--- config.mk ---
export PLATFORM = sky130hd
export DESIGN_NAME = sobm_ctrl
export DESIGN_NICKNAME = d
export VERILOG_FILES = /design/src/hw/rtl/sobm_pkg.sv /design/src/hw/rtl/sobm_ctrl.sv
export SDC_FILE = /design/constraint.sdc
export NUM_CORES = 1
export LEC_CHECK = 0
export CAP_MARGIN = 25
export CORE_AREA = 3 3 40 42
export CTS_BUF_LIST = sky130_fd_sc_hd__clkbuf_8
export DETAILED_ROUTE_END_ITERATION = 6
export DIE_AREA = 0 0 43 45
export DONT_BUFFER_PORTS = 1
export PLACE_DENSITY_LB_ADDON = 0.2
export SLEW_MARGIN = 20
export SYNTH_ARGS = -nofsm -noshare
export SYNTH_HDL_FRONTEND = slang
export SYNTH_SLANG_ARGS = --single-unit
--- constraint.sdc ---
create_clock -name clk -period 1.4 [get_ports clk]
set_input_delay 0.28 -clock clk [delete_from_list [all_inputs] [get_ports clk]]
set_output_delay 0.28 -clock clk [all_outputs]
set_load 0.03 [all_outputs]
--- src/hw/rtl/sobm_pkg.sv ---
`timescale 1ns / 1ps
`default_nettype none
package sobm_pkg;

  localparam int MAX_WIDTH  = 2048;
  localparam int MAX_HEIGHT = 4096;
  localparam int COL_W      = $clog2(MAX_WIDTH);
  localparam int ROW_W      = $clog2(MAX_HEIGHT);
  localparam int PIX_W      = 24;
  localparam int CFG_WW     = 12;
  localparam int CFG_HW     = 13;
  localparam int CFG_IDX_W  = 2;
  localparam int CFG_DATA_W = 13;
  localparam int SQRT_STEPS = 8;

  localparam logic [CFG_IDX_W-1:0] REG_FRAME_WIDTH  = 2'd0;
  localparam logic [CFG_IDX_W-1:0] REG_FRAME_HEIGHT = 2'd1;

  localparam logic [CFG_WW-1:0] RST_WIDTH  = 12'd640;
  localparam logic [CFG_HW-1:0] RST_HEIGHT = 13'd480;
  localparam logic [7:0]        SAT_VALUE  = 8'd255;

  typedef enum logic [2:0] {
    ST_IDLE,
    ST_STEP,
    ST_GRAD,
    ST_SQRT,
    ST_EMIT
  } state_t;

  typedef struct packed {
    logic capture;
    logic step;
    logic grad;
    logic sqrt_step;
    logic emit;
  } cmd_t;

  typedef struct packed {
    logic produce;
    logic direct;
    logic out_free;
  } status_t;

endpackage
`default_nettype wire

--- src/hw/rtl/sobm_ctrl.sv ---
`timescale 1ns / 1ps
`default_nettype none
module sobm_ctrl (
  input  wire logic             clk,
  input  wire logic             rst_n,
  input  wire logic             in_tvalid,
  output logic                  in_tready,
  input  wire sobm_pkg::status_t sts,
  output sobm_pkg::cmd_t        cmd
);
  import sobm_pkg::*;

  state_t     state_r, state_nxt;
  logic [2:0] cnt_r, cnt_nxt;

  always_ff @(posedge clk) begin
    if (!rst_n) begin
      state_r <= ST_IDLE;
      cnt_r   <= '0;
    end else begin
      state_r <= state_nxt;
      cnt_r   <= cnt_nxt;
    end
  end

  // next state and datapath commands
  always_comb begin
    state_nxt = state_r;
    cnt_nxt   = cnt_r;
    cmd       = '0;
    in_tready = 1'b0;
    case (state_r)
      ST_IDLE: begin
        in_tready = 1'b1;
        if (in_tvalid) begin
          cmd.capture = 1'b1;
          state_nxt   = ST_STEP;
        end
      end
      ST_STEP: begin
        cmd.step = 1'b1;
        if (!sts.produce) state_nxt = ST_IDLE;
        else if (sts.direct) state_nxt = ST_EMIT;
        else state_nxt = ST_GRAD;
      end
      ST_GRAD: begin
        cmd.grad  = 1'b1;
        cnt_nxt   = '0;
        state_nxt = ST_SQRT;
      end
      ST_SQRT: begin
        cmd.sqrt_step = 1'b1;
        cnt_nxt       = cnt_r + 3'd1;
        if (cnt_r == 3'(SQRT_STEPS - 1)) state_nxt = ST_EMIT;
      end
      ST_EMIT: begin
        if (sts.out_free) begin
          cmd.emit  = 1'b1;
          state_nxt = ST_IDLE;
        end
      end
      default: state_nxt = ST_IDLE;
    endcase
  end
endmodule
`default_nettype wire

Word level (Yosys, flattened, before mapping) --
Cells that the tools add are included.
Storage, ports and cells: bits of input ports 6, logic and storage cells 29, output and inout port bits 6, bits in registers 6
Operators by class: equal/unequal tests 8, $add $sub $neg 1, reductions and logical operators 3, multiplexer cells 15
Operator list (count):
- $mux W3 | 5
- $pmux W3 S5 | 1
- $mux W1 | 8
- $eq A3 B2 Y1 const B | 2
- $eq A3 B3 Y1 const B | 2
- $ne A2 B2 Y1 const B | 3
- $pmux W3 S2 | 1
- $add A3 B1 Y3 const B | 1
- $eq A3 B1 Y1 const B | 1
- $logic_not A3 Y1 | 1
- $reduce_and A3 Y1 | 1
- $reduce_bool A2 Y1 | 1

Logic depth before layout (Yosys ltp) --
Gate-level depths: netlist of run 1.
depth after elaboration 3, depth in mapped cells 5, gate-level depth less buffers 5

Least setup slack after synthesis of run 1 --
No wires, ideal clock.
path kind register to output, start register state_r[1], end output cmd[4] (netlist name), arrival time 1569 ps, buffers on the path 1, setup slack -449 ps, cell stages (with the launch flop) 4, cell sequence dfxtp_1 > buf_6 > nor3_1 > and2_1
RTL lines:
- start: declaration | RTL line sobm_ctrl.sv:13 | state_t state_r, state_nxt;
- start signal: assignment | RTL line sobm_ctrl.sv:21 | state_r <= state_nxt;
- end: declaration | RTL line sobm_ctrl.sv:9 | output sobm_pkg::cmd_t cmd

==> results.txt, run 1 <==
The flow ran to the end, but the final reports show violations. The final reports fail on negative setup slack. Root buffer cell: sky130_fd_sc_hd__clkbuf_8. STA puts the critical path data required time at 1120 ps.

The largest total area in the synthesized netlist belongs to sky130_fd_sc_hd__dfxtp_1. The worst-case clock skew is 1.21 ps, and the global-route usage over all layers is 9.59%. For this run, the slowest stage of the critical path takes 360 ps. At the end of routability-driven placement, the weighted congestion stood at 0.699. In this run the worst path has a maximum fanout of 7. The area share of the largest cell type after synthesis was 32.3%; the leakage power total was 0.207 nW. Dividing the synthesized area by the synthesized cell count gives 8.26 um2. The largest individual stage delay along the critical path comes from the cell sky130_fd_sc_hd__dfxtp_4. Row generation in the floorplan step produced 13 rows. Latest clock arrival within the worst-skew pair: 220 ps.

The tools report the count of nets after finishing as 63. The run gives 0 as the number of setup buffers added after CTS. Setup repair after global routing could not meet its margin everywhere. Dividing total power by cell area gives a power density of 1130 nW/um2.

In the synthesized netlist, the number of instances is 45. The floorplan step set the die width to 43 um. The longest clock path from root to sink contains 2 buffers. After layout, the design draws a total of 557 uW. In this run, distinct cell masters in the synthesized netlist total 21.

The fmax was 709 MHz. The worst setup path is launched from a flop. The worst path buffer plus inverter count works out to 1. The clock buffer count from CTS was 3; the worst slew margin relative to its limit was 85.9%. For the count of final hold-check violations, the log shows 0.

0 antenna diodes ended up in the layout. Of the synthesized area, sequential elements account for 32.3%. The clock drives 6 sinks. The number of flops mapped to enable cells by yosys was 0. The I/O pin count is 12, and the number of buffer cells added on primary ports is 0. The sum of overflow across all layers after global routing is 0, and the number of nets with antenna violations after routing is 0.

The detailed-placement wirelength estimate is 639 um, and the average wire per standard cell is 11.8 um. The first global-routing pass estimated 1310 um of wire. The synthesized netlist net count came out at 53. The via count normalized by instance count was 4.93; the count of non-filler cells in the finished layout was 68. Walking the worst path, the cells encountered are or2b_1, nor2_1, buf_4. The first TritonRoute pass finished after 4 iterations.

The final-report setup violation count is 1, and the share of cells above drive strength 1 is 35.8%. Summed over all layers, the routed wires come to 802 um. TritonCTS built the clock tree. Post-layout minimum cycle time: 1410 ps.

The core region is 1280 um2. The deepest level of the CTS H-tree is 1. The number of antenna violations at the first check in global routing is 0. Violation count after the first detailed-route iteration: 5.

The floorplan step set the die height to 45 um. Of all flip-flops after synthesis, the portion carrying an async set or reset was 0%. The number of maximum-capacitance violations was 0. The worst-case IR drop observed on VDD is 0.382 mV. STA classifies the critical path endpoint as an output pin. In the post-synthesis netlist, the biggest area contributors are sky130_fd_sc_hd__dfxtp_1 (32%), sky130_fd_sc_hd__a21oi_1 (6.7%), sky130_fd_sc_hd__ha_1 (6.7%), sky130_fd_sc_hd__a21boi_0 (6.1%), sky130_fd_sc_hd__nand2_1 (6.1%).

Entering global routing, the biggest net connects 13 pins. For the data arrival time of the critical path, the log shows 1130 ps. Ratio of final minimum period to clock period: 101%. By count the netlist is led by sky130_fd_sc_hd__dfxtp_1 (6), sky130_fd_sc_hd__nand2_1 (6), sky130_fd_sc_hd__a21oi_1 (5).

Final count of pins violating max slew: 0. At the pin with the least slew margin, the transition time is 211 ps. Relative to the synthesized area, the layout overhead comes to 33.0%. Summing every instance area after synthesis gives 372 um2. For this run, design rule violations remaining after detail routing come to 0.

The run gives 1940 um2 as the die footprint. The setup slack after layout was -9.83 ps. The flip-flop and latch count after synthesis is 6.

The most used flip-flop cell after synthesis is sky130_fd_sc_hd__dfxtp_1. The Yosys step of the flow raised 0 warnings. Number of global-route vias before repair: 319. Type of the setup path with the least slack: reg -> out. The type of the worst min-delay path is in -> reg.

After clock tree synthesis, the clock-pin slew on the worst setup and hold paths is 40 ps. Detailed routing inserted a total of 335 vias. Once placement completed, the tool counted placed cells totaling 65. Kind of cell with the highest combined delay on the critical path: simple AND/OR/NAND/NOR gates. Once the floorplan was initialized, standard cells occupied 28.9% of the core.
## kinds of logic (layout without fill, tap and decap cells)
family	Yosys count	in the layout	synth area share (%)
compound gates	9	9	15.2
fa+ha+maj	2	2	6.73
buf+inv	4	12	7.41
flops	6	6	32.3
simple gates	24	24	38.4
## through the flow
| stage | cell area (um2) | worst slack (ps) | utilization [%] | setup TNS (ps) | hold slack (ps) |
|---|---|---|---|---|---|
| final | 494 | -9.83 | 38.5 | -9.83 | 215 |
| after global routing | 494 | -75.2 | 38.5 | -131 | 209 |
| after CTS | 488 | -13.5 | 38.0 | -13.9 | 212 |
| after detailed placement | 437 | 147 | 34.0 | 0 | 441 |
| after global placement | 437 | 177 | 34.0 | 0 | 437 |
| after floorplan | 382 | -162 | - | -237 | 431 |
## placed cells by master, fill, tap and decap left out, types with 2 or more instances in the layout
master,instances
sky130_fd_sc_hd__buf_4,7
sky130_fd_sc_hd__nand2_1,6
sky130_fd_sc_hd__a21oi_1,5
sky130_fd_sc_hd__a21boi_0,3
sky130_fd_sc_hd__clkbuf_8,3
sky130_fd_sc_hd__dfxtp_1,3
sky130_fd_sc_hd__nor2_1,2
sky130_fd_sc_hd__nor3_2,2
sky130_fd_sc_hd__nand4bb_1,2
sky130_fd_sc_hd__nand3b_1,2
sky130_fd_sc_hd__nand2b_1,2
sky130_fd_sc_hd__nand3_1,2
sky130_fd_sc_hd__ha_1,2
sky130_fd_sc_hd__dfxtp_2,2
## power by group
part / total [mW] / internal, mW / leakage (nW) / switching [mW]
sequential: 0.193 / 0.179 / 0.0503 / 0.0139
clock: 0.252 / 0.184 / 0.0216 / 0.0678
combinational: 0.112 / 0.0521 / 0.135 / 0.0599
## final cells by class
class	count	area, um2
Sequential cell	6	126
Multi-Input combinational cell	35	240
Fill cell	134	791
Timing Repair Buffer	8	63.8
Clock buffer	3	41.3
Inverter	1	3.75
Tap cell	15	18.8
## timing repair
item	in CTS	in global routing
endpoints found under the hold margin	0	0
pin swaps	1	2
setup endpoints to repair	4	5
hold buffers	0	0
resized for setup	5	2
## state kept, by name, indices dropped and copies added, names as in the netlist
signal / cells
state_r: 3
cnt_r: 3
## final timing paths
check                                              from                       to  slack (ps)  depth (start not counted)
worst max-delay path            state_r[1]$_SDFFE_PN0P_                   cmd[2]         -10                          3
worst max register to register    cnt_r[0]$_SDFFE_PN0P_  state_r[2]$_SDFFE_PN0P_         230                          5
worst min-delay path                              rst_n    cnt_r[1]$_SDFFE_PN0P_         210                          1
worst min register to register    cnt_r[2]$_SDFFE_PN0P_    cnt_r[2]$_SDFFE_PN0P_         470                          2
## metal layers
layer	wire length [um]	track usage (%)	vias up
met5	0	0	-
met4	10	7.23	0
met3	53	4.38	2
met2	398	15.6	7
met1	340	9.69	152
li1	-	-	174
No activity file was read; power rests on OpenSTA's default activity.
==> inputs of run 2 (changes only) <==
clock period = 1.5 ns   (was 1.4 ns; I/O delays follow)
==> run 2 against run 1 <==
Effect of this change: the run now ends clean; sequential power decreased by 4%; routed wire length down 0.75%; clock power shrank 4%; final area decreased by 4.1%; clock skew is 3.4 ps higher; critical path type unchanged; worst setup slack better by 53 ps; largest power group unchanged; highest routed layer unchanged; worst hold slack better by 13 ps; largest cell class unchanged.
==> results.txt, run 2 (synthesis gave the netlist of run 1 again) <==
For the critical path required time, the log shows 1200 ps. The worst setup path is of the reg -> out kind. The worst-case clock skew is 4.65 ps.

The tools report the final count of pins violating max slew as 0. In this run the worst path has a maximum fanout of 9. The cts-stage hold buffer count came out at 0. The tools report the deepest clock path buffer count as 2.

In this run the power density over the cells is 1090 nW/um2. Final-report setup violation count: 0. The logs give 79.6% for the worst slew margin relative to its limit and 1940 um2 for the die footprint. The launch instance of the worst min-delay path was rst_n. The library cells used most frequently in the layout, excluding fill and tap cells, are sky130_fd_sc_hd__buf_4 (7), sky130_fd_sc_hd__nand2_1 (6), sky130_fd_sc_hd__a21oi_1 (5). Net switching is 26.4% of the power.

At the pin with the least slew margin, the transition time is 308 ps. The horizontal die dimension is 43 um, and the pre-CTS setup slack is 196 ps. The detailed-placement wirelength estimate is 596 um. The filler cells instantiated in the layout total 141. The detailed router placed 339 vias in this run. The sum of overflow across all layers after global routing was 0. The internal portion of the total power is 382 uW. The most critical setup path has its startpoint at state_r[2]$_SDFFE_PN0P_. The commonest non-fill, non-tap cell in the layout was sky130_fd_sc_hd__buf_4.

Using the TritonRoute via totals, the vias-per-cell ratio works out to 5.06. The number of inserted diodes is 0. The largest registers in the layout are cnt_r x3, state_r x3. The type of element capturing the critical path was an output pin. The signed area change from the synthesized netlist to the final layout is 27.6%, and the clock buffer count from CTS is 3. In this run the critical register-to-register path is captured at state_r[2]$_SDFFE_PN0P_. Number of antenna violations at the first check in global routing: 0.

Counting cells, the worst reg-to-reg path comes to 5. The analysis attributes to cell leakage a power of 0.194 nW. CTS saw 6 sinks. The tools report the relative contribution of combinational cells to total power as 17.3%.

The average wire per standard cell is 11.9 um, and the instance area at placement is 422 um2. The detailed router finished its first iteration with 4 violations. The number of buffer cells added on primary ports is 0, and the wire length of the first global-routing pass is 1210 um. In this run the vertical extent of the chip is 45 um. The logs give 35.9% for the share of power burned in registers and 686 MHz for the fmax.

The final instance area is 474 um2, and the share of cells above drive strength 1 is 30.8%. TritonCTS built the clock tree. Summed over all nets, the switching power comes to 137 uW. The type of the worst min-delay path is in -> reg. Setup repair after global routing left no endpoint under its margin. In the routed design, unresolved DRC markers number 0. Clock latency on the worst-skew pair, taken at its later pin, is 220 ps. For the count of final hold-check violations, the log shows 0. Clock tree synthesis selected as its root buffer the cell sky130_fd_sc_hd__clkbuf_8. In this run the register-to-register setup slack is 330 ps. The peak supply drop was 0.328 mV. Setup slack on the critical path of the routed design comes to 42.9 ps. Across the run, the number of max-cap violations was 0.

For the end-of-flow core utilization, the log shows 36.9%. The data arrival time of the critical path is 1160 ps. The logs give 12 for the I/O pin count and 46.9% for the clock network fraction of total power. The number of nets with antenna violations after routing is 0. Once the floorplan was initialized, standard cells occupied 28.9% of the core. The row count was 13; the post-layout minimum cycle time was 1460 ps.

The tools report the startpoint type of the worst setup path as a flop. After clock tree synthesis, the clock-pin slew on the worst setup and hold paths is 40 ps. The worst hold path endpoint is cnt_r[2]$_SDFFE_PN0P_. Entering global routing, the biggest net connects 16 pins. Global-route usage over all layers: 9.48%. The run finished with clean final reports. The first detailed-routing pass ran for 2 iterations. The number of global-route vias before repair came out at 299.

Routability-driven placement finished with a final weighted congestion of 0.675. The tools report the deepest level of the CTS H-tree as 1. In this run the critical register-to-register path is launched from cnt_r[0]$_SDFFE_PN0P_. After the last flow step, the layout net total stands at 62. The region available for standard cell placement spans 1280 um2.

The instance count along the most critical hold path was 1. Summed over all layers, the routed wires come to 796 um. The final critical path takes up 97.1% of the cycle.
-- run 2: cell types whose count changed in the layout (fill, tap and decap cells not counted), sizes merged --
cell and change:
buf -1
-- run 2: power by group through the flow --
stage / clock, mW / sequential, mW / combinational [mW]
after detailed placement: 0 / 0.186 / 0.0887
after CTS: 0.253 / 0.186 / 0.0888
final: 0.243 / 0.186 / 0.0896
after global routing: 0.260 / 0.188 / 0.0957
after global placement: 0 / 0.186 / 0.0882
after floorplan: 0 / 0.173 / 0.0796
-- run 2: through the flow --
step / TNS (ps) / hold WS (ps) / total power, mW / instances
after floorplan: -82.2 / 445 / 0.253 / 45
after global placement: 0 / 453 / 0.274 / 63
after detailed placement: 0 / 460 / 0.275 / 63
after CTS: 0 / 221 / 0.528 / 66
after global routing: 0 / 221 / 0.543 / 67
final: 0 / 228 / 0.519 / 67
-- run 2: area by class of cell --
class	instances	area (um2)	area share [%]
clock buffer	3	41.3	8.71
inverter	1	3.75	0.792
multi-input combinational	35	234	49.3
sequential	6	124	26.1
tap	15	18.8	3.96
timing repair buffer	7	52.6	11.1
-- run 2: worst max-delay path, cell delays in order, from the launching register on --
cell                      delay (ps)
sky130_fd_sc_hd__dfxtp_2         410
sky130_fd_sc_hd__and2b_2         260
sky130_fd_sc_hd__and2_1          260
-- run 2: how the worst max path moves through the flow --
| stage | endpoint | slack [ps] |
|---|---|---|
| final | cmd[1] | 40 |
| after global routing | cmd[1] | 20 |
| after CTS | cmd[1] | 40 |
| after detailed placement | cmd[1] | 200 |
| after global placement | cmd[1] | 210 |
| after floorplan | cmd[4] | -80 |
-- run 2: repair_timing --
action	4_1_cts	5_1_grt
endpoints found under the hold margin	0	0
buffers inserted	0	1
endpoints found under the setup margin	4	1
resized for setup	3	0
-- run 2: layer usage --
metal | global-route usage (%) | routed length, um | vias to the layer above | part of all wire [%]
li1 | - | - | 170 | -
met1 | 7.93 | 323 | 158 | 41
met2 | 15.3 | 409 | 7 | 51
met3 | 4.78 | 41 | 4 | 5.2
met4 | 10.8 | 22 | 0 | 2.8
met5 | 0 | 0 | - | 0
==> inputs of run 3 (changes only) <==
CELL_PAD_IN_SITES_DETAIL_PLACEMENT = 0   (was unset)
CELL_PAD_IN_SITES_GLOBAL_PLACEMENT = 1   (was unset)
CORE_AREA = 2 2 39 41   (was 3 3 40 42)
DIE_AREA = 0 0 41 43   (was 0 0 43 45)
==> run 3 against run 2 <==
Effect of this change: power up 0.79%; non-clock buffer count up 1; maximum frequency up 0.37%; sequential share of layout area down 0.16 points; first-iteration DRC count unchanged; global-route usage up 2.1 points; clock-buffer cell count unchanged; final cell count up 3.0%; highest routed layer unchanged; critical path depth unchanged; worst hold slack worse by 0.74 ps; routed wire length up 8.5%; via count up 5.0%.
==> results.txt, run 3 (synthesis gave the netlist of run 1 again) <==
The run finished with clean final reports. The total instance count after detailed placement came out at 65. The tools report the number of inserted diodes as 0.

The run gives 1330 um as the wire length of the first global-routing pass. The startpoint type of the worst setup path was a flop. The number of clock buffers added by TritonCTS is 3.

For the pin with the worst max-slew slack, the measured transition is 203 ps. In this run the static leakage power is 0.201 nW. The initial core utilization is 26.9%.

Measured along the x axis, the die boundary spans 41 um. The number of maximum-capacitance violations came out at 0. The register clock-pin slew on the reported worst setup and hold paths came out at 40 ps. Number of sinks handled by clock tree synthesis: 6.

Setup repair after global routing could not meet its margin everywhere. The root buffer cell was sky130_fd_sc_hd__clkbuf_8. After legalization and detailed placement, the total HPWL measured 650 um. Once placement finished, the instance area stood at 430 um2. The largest registers in the layout are cnt_r x3, state_r x3.

Registers take 126 um2. The post-layout minimum cycle time works out to 1450 ps. The final instance area is 487 um2, and the worst-case clock skew is 1.44 ps. The data arrival time of the critical path came out at 1150 ps. Cell depth of the worst flop-to-flop path: 4.

The critical path in this run is classified as reg -> out. The tools report the count of final hold-check violations as 0. The number of antenna violations at the first check in global routing is 0, and the signed area change from the synthesized netlist to the final layout is 31.0%. In this run, the number of DRC markers left after iteration 0 of detailed routing was 4.

The final critical path takes up 96.8% of the cycle. Static timing analysis puts the maximum clock frequency at 689 MHz. The share of cells above drive strength 1 is 34.0%.

The most critical setup path has its startpoint at state_r[2]$_SDFFE_PN0P_. After floorplanning, the core was divided into 14 placement rows. The count of nets after finishing is 63, and the die footprint is 1760 um2. The power density over the cells was 1070 nW/um2; the number of nets with antenna violations after routing was 0. Across all setup checks in the final design, the least slack found is 48.3 ps. In this run the register-to-register setup slack is 310 ps. STA classifies the critical path endpoint as an output pin. The floorplan step defined a core boundary enclosing 1380 um2. The library cells used most frequently in the layout, excluding fill and tap cells, are sky130_fd_sc_hd__buf_4 (8), sky130_fd_sc_hd__nand2_1 (6), sky130_fd_sc_hd__a21oi_1 (5).

The routed wire length is 864 um. End-of-flow core utilization: 35.2%. At the placement stage, the worst setup path has a slack of 197 ps. Critical-path maximum fanout: 9. The tools report the number of global-route vias before repair as 326. The tools report the worst hold path endpoint as cnt_r[1]$_SDFFE_PN0P_.

For the final count of pins violating max slew, the log shows 0. Port buffering added 0 buffers. Commonest non-fill, non-tap cell in the layout: sky130_fd_sc_hd__buf_4. Entering global routing, the biggest net connects 13 pins. In this run the deepest clock path goes through 2 buffers.

The length of the first detailed-routing pass in iterations was 4; the final-report setup violation count was 0. The run gives 86.5% as the worst slew margin relative to its limit. The logs give 0 for the post-route DRC violation count and 235 um2 for the area taken by multi-input logic gates.

The worst hold slack is 227 ps. Summed over all layers, the global routing overflow is 0. In this run the critical register-to-register path is launched from state_r[1]$_SDFFE_PN0P_. The logs give 0.387 mV for the peak supply drop and 220 ps for the latest clock arrival within the worst-skew pair. The worst hold path belongs to the class in -> reg. For the worst setup path, the data required time is 1200 ps. The logs give 12 for the I/O pin count and 356 for the detailed-route via count.

The tools report the number of filler instances in the final layout as 157. The worst register-to-register path ends at state_r[2]$_SDFFE_PN0P_. The count of non-filler cells in the finished layout is 69, and the instance count along the most critical hold path is 1. The worst hold path begins at rst_n. The average wire per standard cell was 12.5 um; the die span in y was 43 um. The via count normalized by instance count is 5.16, and the weighted congestion at the end of routability-driven global placement is 0.662. For this run, the total global-route usage over all layers was measured as 11.6%. TritonCTS built the clock tree.

For the deepest level of the CTS H-tree, the log shows 1.
run 3: cell types whose count changed in the layout (fill, tap and decap cells not counted):
cell | previous run | this run
sky130_fd_sc_hd__and2_1 | 2 | 1
sky130_fd_sc_hd__and2_2 | 0 | 1
sky130_fd_sc_hd__buf_4 | 7 | 8
sky130_fd_sc_hd__dfxtp_2 | 3 | 2
sky130_fd_sc_hd__dfxtp_4 | 0 | 1
run 3: worst max path at each step:
stage               endpoint  slack [ps]  cells after the start
floorplan             cmd[4]         -80                      3
global placement      cmd[2]         210                      3
detailed placement    cmd[1]         200                      2
CTS                   cmd[4]          20                      3
global route          cmd[2]         -10                      3
finish                cmd[1]          50                      2
run 3: timing repair:
| item | CTS | global route |
|---|---|---|
| gates resized for setup | 2 | 3 |
| setup endpoints to repair | 2 | 4 |
| buffers inserted | 0 | 1 |
| hold buffers | 0 | 0 |
run 3: metrics by stage:
step                power, mW  setup TNS [ps]
floorplan               0.253           -82.2
global placement        0.278               0
detailed placement      0.280               0
CTS                     0.532               0
global route            0.548           -14.1
finish                  0.523               0
run 3: area by class of cell:
cell class | count | share of cell area (%)
Inverter | 1 | 0.771
Multi-Input combinational cell | 35 | 48.3
Tap cell | 16 | 4.11
Timing Repair Buffer | 8 | 12.3
Sequential cell | 6 | 26.0
Clock buffer | 3 | 8.48
run 3: critical path, cell delays in order, from the launching register on:
cell	delay, ps
sky130_fd_sc_hd__dfxtp_2	400
sky130_fd_sc_hd__and2b_2	270
sky130_fd_sc_hd__and2_2	260
run 3: report_power, final:
part / leakage, nW / switching [mW] / total, mW / internal [mW]
registers: 0.0503 / 0.0158 / 0.183 / 0.167
clock network: 0.0216 / 0.0724 / 0.245 / 0.173
logic: 0.129 / 0.0512 / 0.0948 / 0.0436
total: 0.201 / 0.139 / 0.523 / 0.384
run 3: routing by layer:
| layer | track usage (%) | routed length, um |
|---|---|---|
| met5 | 0 | 0 |
| met1 | 12.9 | 342 |
| met4 | 10.0 | 21 |
| met2 | 16.6 | 450 |
| met3 | 3.66 | 50 |
